File: config.mk
export PLATFORM = sky130hd
export DESIGN_NAME = icce_mac
export DESIGN_NICKNAME = d
export VERILOG_FILES = /design/src/rtl/icce_pkg.sv /design/src/rtl/icce_mac.sv
export SDC_FILE = /design/constraint.sdc
export NUM_CORES = 2
export LEC_CHECK = 0
export ABC_AREA = 1
export BUFFER_PORTS_ARGS = -buffer_cell sky130_fd_sc_hd__buf_4
export CORE_ASPECT_RATIO = 1.25
export CORE_UTILIZATION = 55
export DETAILED_ROUTE_END_ITERATION = 8
export GPL_ROUTABILITY_DRIVEN = 0
export PLACE_DENSITY_LB_ADDON = 0.3
export SLEW_MARGIN = 20
export SYNTH_ARGS = -nofsm -noshare
export SYNTH_HDL_FRONTEND = slang
export SYNTH_SLANG_ARGS = --single-unit
File: constraint.sdc
create_clock -name clk -period 5.9 [get_ports clk]
set_input_delay 1.18 -clock clk [delete_from_list [all_inputs] [get_ports clk]]
set_output_delay 1.18 -clock clk [all_outputs]
set_load 0.01 [all_outputs]
File: src/rtl/icce_pkg.sv
package icce_pkg;

	// image and window limits
	localparam int MAX_WIDTH  = 64;
	localparam int MAX_HEIGHT = 64;
	localparam int MAX_KERNEL = 7;

	localparam int X_W        = $clog2(MAX_WIDTH);
	localparam int Y_W        = $clog2(MAX_HEIGHT);
	localparam int PIX_DEPTH  = MAX_WIDTH * MAX_HEIGHT;
	localparam int PIX_AW     = $clog2(PIX_DEPTH);
	localparam int COEF_DEPTH = MAX_KERNEL * MAX_KERNEL;
	localparam int COEF_AW    = $clog2(COEF_DEPTH);

	// field widths
	localparam int DIM_W  = 7;
	localparam int K_W    = 3;
	localparam int PIX_W  = 32;
	localparam int COEF_W = 16;
	localparam int CH_W   = 2;
	localparam int NUM_CH = 3;

	// arithmetic widths: q16.16 times q4.12, up to 49 terms
	localparam int FRAC_BITS = 12;
	localparam int PROD_W    = PIX_W + COEF_W;
	localparam int ACC_W     = 54;
	localparam int Q_W       = ACC_W - FRAC_BITS;

	// command codes
	localparam logic [1:0] CMD_LOAD_COEFF = 2'd0;
	localparam logic [1:0] CMD_LOAD_PIXEL = 2'd1;
	localparam logic [1:0] CMD_COMPUTE    = 2'd2;

	// configuration register indexes
	localparam logic [1:0] REG_IMAGE_WIDTH  = 2'd0;
	localparam logic [1:0] REG_IMAGE_HEIGHT = 2'd1;
	localparam logic [1:0] REG_KERNEL_SIZE  = 2'd2;
	localparam logic [1:0] REG_MONO_MODE    = 2'd3;

	typedef struct packed {
		logic [1:0]              command;
		logic [5:0]              pos_x;
		logic [5:0]              pos_y;
		logic [PIX_W-1:0]        pixel_value;
		logic [2:0]              kernel_col;
		logic [2:0]              kernel_row;
		logic signed [COEF_W-1:0] coeff;
	} icce_req_t;

	typedef struct packed {
		logic [PIX_W-1:0] out_pixel;
		logic             saturated;
	} icce_res_t;

	// control from the sequencer to the multiply-accumulate unit
	typedef struct packed {
		logic            clear;
		logic            issue;
		logic [CH_W-1:0] ch;
		logic            mono;
	} icce_mac_ctl_t;

	typedef logic [NUM_CH-1:0][ACC_W-1:0] icce_acc_vec_t;

	typedef enum logic [1:0] {
		ST_IDLE,
		ST_RUN,
		ST_DRAIN,
		ST_FIN
	} icce_state_t;

endpackage

File: src/rtl/icce_mac.sv
module icce_mac
	import icce_pkg::*;
(
	input  logic                     clk,
	input  logic                     arst_n,
	input  icce_mac_ctl_t            ctl,
	input  logic [PIX_W-1:0]         pix_rdata,
	input  logic [COEF_W-1:0]        coef_rdata,
	output icce_acc_vec_t            acc,
	output logic                     pipe_busy
);

	logic              vld_s1;
	logic [CH_W-1:0]   ch_s1;
	logic              mono_s1;
	logic              vld_s2;
	logic [CH_W-1:0]   ch_s2;
	logic signed [PROD_W-1:0] prod_s2;

	logic signed [PIX_W-1:0]  op_pix;
	logic signed [COEF_W-1:0] op_coef;
	logic signed [ACC_W-1:0]  acc_sel;
	logic signed [ACC_W-1:0]  acc_sum;
	icce_acc_vec_t            acc_q;

	// s1: ram data arrives, pick the operand
	always_comb begin
		if (mono_s1) begin
			op_pix = $signed(pix_rdata);
		end else begin
			op_pix = $signed({{(PIX_W-8){1'b0}}, pix_rdata[ch_s1*8 +: 8]});
		end
		op_coef = $signed(coef_rdata);
	end

	always_ff @(posedge clk or negedge arst_n) begin
		if (!arst_n) begin
			vld_s1 <= 1'b0;
			vld_s2 <= 1'b0;
		end else begin
			vld_s1 <= ctl.issue;
			vld_s2 <= vld_s1;
		end
	end

	always_ff @(posedge clk) begin
		ch_s1   <= ctl.ch;
		mono_s1 <= ctl.mono;
		ch_s2   <= ch_s1;
		prod_s2 <= op_pix * op_coef;
	end

	// s2: one shared adder into the selected channel
	assign acc_sel = $signed(acc_q[ch_s2]);
	assign acc_sum = acc_sel + ACC_W'(prod_s2);

	always_ff @(posedge clk) begin
		if (ctl.clear) begin
			acc_q <= '0;
		end else if (vld_s2) begin
			acc_q[ch_s2] <= acc_sum;
		end
	end

	assign acc       = acc_q;
	assign pipe_busy = vld_s1 | vld_s2;

endmodule

After elaboration in Yosys (flattened, before gate mapping):

Index checks and enable logic that the tools add are counted.
W data, S select, Z words.

* bits in registers: 217
* bits of input ports: 55
* output and inout bits: 163

* $add $sub $neg: 1
* multipliers: 1
* magnitude comparators: 2
* shift-type cells: 1
* multiplexer cells: 6
* bitwise gates (word level): 1
* reduce and logical (&&, ||, !) cells: 1

Operators with widths (number)
* $bwmux W162: 1
* $bmux W54 S2: 1
* $demux W54 S2: 1
* $mux W54: 2
* $add A54 B48 Y54: 1
* $mul A32 B16 Y48: 1
* $mux W32: 1
* $shiftx A32 B6 Y8: 1
* $lt A2 B3 Y1 const B: 1
* $ge A2 B1 Y1 const B: 1
* $logic_and A1 B1 Y1: 1
* $or A1 B1 Y1: 1

Longest topological paths before layout:

* depth in word-level cells: 5
* depth in mapped cells: 32

Worst setup path before layout:

Ideal clock, no wire load.

* path type: input port to flip-flop
* from: in pix_rdata[14]
* to: reg prod_s2[35]
* setup time: 0.112 ns
* data arrival time: 6.230 ns
* data required time: 5.788 ns
* setup slack: -0.442 ns
* cell stages on the path: 25
* path buffers: 1
* cell sequence: nand2_1 > inv_1 > clkbuf_1 > nand2_1 > fa_1 > inv_1 > fa_1 > inv_1 > fa_1 > inv_1 > fa_1 > fa_1 > inv_1 > fa_1 > inv_1 > ha_1 > nand2_1 > nor2_1 > inv_1 > nor4_1 > nand2_1 > nand2_1 > nand2_1 > nand3_1 > nand2_1

* cells in the longest elaborated chain, start to end: 3

RTL lines
* start, declared: line icce_mac.sv:7 `input logic [PIX_W-1:0] pix_rdata,`
* $shiftx A32 B6 Y8: line icce_mac.sv:31 `op_pix = $signed({{(PIX_W-8){1'b0}}, pix_rdata[ch_s1*8 +: 8]});`
* $mux W32 *: line icce_mac.sv:28 `if (mono_s1) begin`
* $mul A32 B16 Y48 *: line icce_mac.sv:50 `prod_s2 <= op_pix * op_coef;`
* end signal, assigned: line icce_mac.sv:50
* end, declared: line icce_mac.sv:18 `logic signed [PROD_W-1:0] prod_s2;`

Every way passes the cells marked *; elsewhere a longest branch is shown, timed or not.
A chain may end at the register's enable or synchronous reset.

Worst setup path in the final report:

* from: in pix_rdata[14]
* to: reg prod_s2[37]

The elaborated chain is that of the path after synthesis.

==> run_results.csv <==
group,metric,value,unit
outcome,status,"complete, but fails checks",
outcome,violations,"negative setup slack",
logic_synthesis,synthArstFlopShare,0.00922,
placement,dpl.hpwl,88200,um
timing,finalCritPeriodShare,1.04,
setup_path,reg2reg_to,"prod_s2[37]$_DFF_P_",
logic_synthesis,synth_flop_cell,"dfxtp_1",
clock_tree,htree_levels,1,
setup_path,r2r-start,"ch_s1[1]$_DFF_P_",
drt,drt-total-wl,111000,um
timing,hold_viol,0,
finish,multi_input_area,0.0239,mm^2
finish,nFillCells,4665,
die,row_count,98,
clock_tree,clk_path_buf_depth,3,
logic_synthesis,synth_mux_area_frac,0,
setup_path,cp-endpoint,"prod_s2[37]$_DFF_P_",
global_route,grt_usage,0.372,
logic_synthesis,yosys_warnings,0,
die,die_area,0.0590,mm^2
setup_path,critPathKind,"primary input to flop",
logic_synthesis,synth_area,0.0319,mm^2
die,core,0.0573,mm^2
logic_synthesis,synth_area_leaders,"fa_1, inv_1, dfxtp_1",
logic_synthesis,postSynthAreaPerCell,7.00,um^2
drt,drtIter0Drc,2768,
finish,num_antenna_cells,0,
timing,finalSetupViolations,31,
global_route,grt_pass1_wl,169000,um
global_route,grt_max_degree,82,
drt,via_per_inst,5.45,
die,ioPinCount,218,
setup_path,critPathMaxFanout,7,
finish,syn_to_final_growth,23.7,%
timing,final_max_slew_viol_count,0,
die,die_h,271,um
logic_synthesis,yosys.area.top_type,"fa_1",
clock_tree,numCtsBuffers,20,
placement,place_ws,-0.949,ns
clock_tree,cts_sinks,217,
drt,drc,0,
finish,ff_latch_area,0.00436,mm^2
drt,via_count,31722,
finish,drive_gt1_frac,0.197,
setup_path,rr_worst_depth,27,
global_route,antenna_found_initial,0,
worst_hold_path,whs_path_depth,0,
setup_path,critPathLaunchType,"primary input",
timing,setup_tns,-3.56,ns
drt,drtPass1Iterations,9,
clock_tree,cts-hold-fix-buffers,0,
timing,rsz0062_at_grt,"true",
logic_synthesis,synth_nets,5272,
timing,max_freq,0.163,GHz
logic_synthesis,synth_top_area_frac,0.305,
clock_tree,worstSkewPairLatency,0.55,ns
drt,routedWlPerCell,19.2,um
logic_synthesis,synth-xor-area-share,0.0151,
timing,hold-worst-slack,0.369,ns
timing,worst_pin_slew,0.892,ns
setup_path,cp.arrival,6.56,ns
logic_synthesis,synth_top_family_by_area,"adder cells",
logic_synthesis,synthSimpleGateAreaFrac,0.232,
logic_synthesis,ys_types,44,
finish,final_core_util,0.690,
clock_tree,cts_root_buf,"clkbuf_16",
die,die_w,217,um
timing,max_slew_margin,0.403,
logic_synthesis,ys_seq_elements,217,
clock_tree,cts_tree,"done",
global_route,grt_overflow,0,
run,drv_cap,0,
timing,worst_slack,-0.228,ns
setup_path,ff2ff_setup_slack,-0.15,ns
logic_synthesis,synth_seq_area_share,0.136,
logic_synthesis,synth-adder-area-share,0.371,
drt,postRouteAntennaNets,0,
worst_hold_path,hp-class,"flop to flop",
setup_path,critPathLaunch,"pix_rdata[14]",
logic_synthesis,synth_edf_count,0,
logic_synthesis,netlist_instances,4563,
global_route,grt_pass1_vias,32236,
die,initial_core_util,0.557,
placement,portBuffers,217,
setup_path,endpoint_kind,"flop",
setup_path,cp.required,6.33,ns
clock_tree,clk_pin_slew,0.07,ns
timing,skew,0.0245,ns
finish,finalNetCount,5765,
timing,fin_crit,6.13,ns
logic_synthesis,synth_compound_area_frac,0.0851,
[cell type report]
class	instances	area share
clock buffers	29	0.0148
clock inverters	4	0.000950
inverters	1223	0.118
multi-input cells	2991	0.604
flip-flops and latches	217	0.110
well taps	750	0.0238
repair buffers	603	0.127
[kinds of logic after synthesis]
group	Yosys count
AND/OR/NAND/NOR	1835
buffers and inverters	1355
adder cells (fa/ha/maj)	654
AO/OA/AOI/OAI	447
flip-flops	217
XOR/XNOR	55
[layer usage]
layer | share of wire | up-vias | track usage
met3 | 0.090 | 549 | 0.0612
met2 | 0.48 | 1773 | 0.632
met4 | 0.088 | 0 | 0.276
li1 | - | 14484 | -
met1 | 0.35 | 14916 | 0.418
met5 | 0 | - | 0
[per-stage QoR]
| stage | std cells | cell area, um^2 |
|---|---|---|
| 2_1_floorplan | 4563 | 32400 |
| 3_3_place_gp | 5762 | 37500 |
| 3_5_place_dp | 5762 | 37500 |
| 4_1_cts | 5807 | 38700 |
| 5_1_grt | 5817 | 39500 |
| 6_report | 5817 | 39500 |
[worst min path at each step]
| stage | endpoint | start | slack [ns] |
|---|---|---|---|
| after floorplan | vld_s2$_DFF_PN0_ | vld_s1$_DFF_PN0_ | 0.35 |
| after global placement | vld_s2$_DFF_PN0_ | vld_s1$_DFF_PN0_ | 0.35 |
| after detailed placement | vld_s2$_DFF_PN0_ | vld_s1$_DFF_PN0_ | 0.36 |
| after CTS | vld_s2$_DFF_PN0_ | vld_s1$_DFF_PN0_ | 0.37 |
| after global routing | vld_s2$_DFF_PN0_ | vld_s1$_DFF_PN0_ | 0.40 |
| final | vld_s2$_DFF_PN0_ | vld_s1$_DFF_PN0_ | 0.37 |
[placed cells by master, fill, tap and decap left out, types with 64 or more instances in the layout]
cell | Yosys | routed
ha_1 | 167 | 142
nor2_1 | 417 | 351
buf_4 | 3 | 552
a21oi_1 | 187 | 157
nand3_1 | 205 | 191
inv_1 | 1198 | 1149
o21ai_0 | 92 | 64
fa_1 | 487 | 464
dfxtp_1 | 215 | 214
nand2_1 | 1119 | 1056
[registers in the layout (all words and copies together) (netlist names)]
signal and cells:
ch_s2 2, prod_s2 48, vld_s2 1, ch_s1 2, mono_s1 1, acc 162, vld_s1 1
[synth_stat cells (5+ instances only)]
master / instances
o21ai_1: 5
xor2_1: 38
a22oi_1: 5
fa_1: 487
nand4_1: 26
o221ai_1: 54
o21ai_0: 92
nand3b_1: 6
o21bai_1: 25
nor4_1: 7
buf_2: 18
inv_2: 10
nor2_1: 417
buf_1: 11
nor3_2: 5
clkinv_1: 15
inv_1: 1198
nand2_2: 6
o211ai_1: 21
nor2_2: 14
clkbuf_1: 100
ha_1: 167
nand3_1: 205
dfxtp_1: 215
or2_2: 5
and2_1: 7
a21o_1: 14
o21a_1: 34
nor3_1: 8
a21oi_1: 187
nand2_1: 1119
xnor2_1: 17
[critical path, stage by stage]
cell,delay [ns]
buf_4,0.13
o21ai_2,0.19
o221ai_2,0.13
o21ai_4,0.13
inv_4,0.10
buf_4,0.15
nor2_2,0.09
fa_1,0.44
fa_2,0.55
fa_1,0.44
fa_2,0.44
fa_1,0.49
inv_1,0.05
fa_1,0.47
inv_1,0.06
ha_4,0.29
nand2_2,0.08
nor2_2,0.13
nand2_2,0.10
nor4_4,0.33
buf_4,0.18
nand2_1,0.06
nand2_2,0.12
nand2_1,0.09
nand3_1,0.08
nand2_1,0.05
[what timing repair did]
item,CTS,global route
setup buffers,12,11
pin swaps,22,78
setup endpoints to repair,36,37
resized for setup,131,215
Power is left out: the tool's default activity adds up to more than one toggle a clock period on the data nets, which glitch-free logic cannot reach.
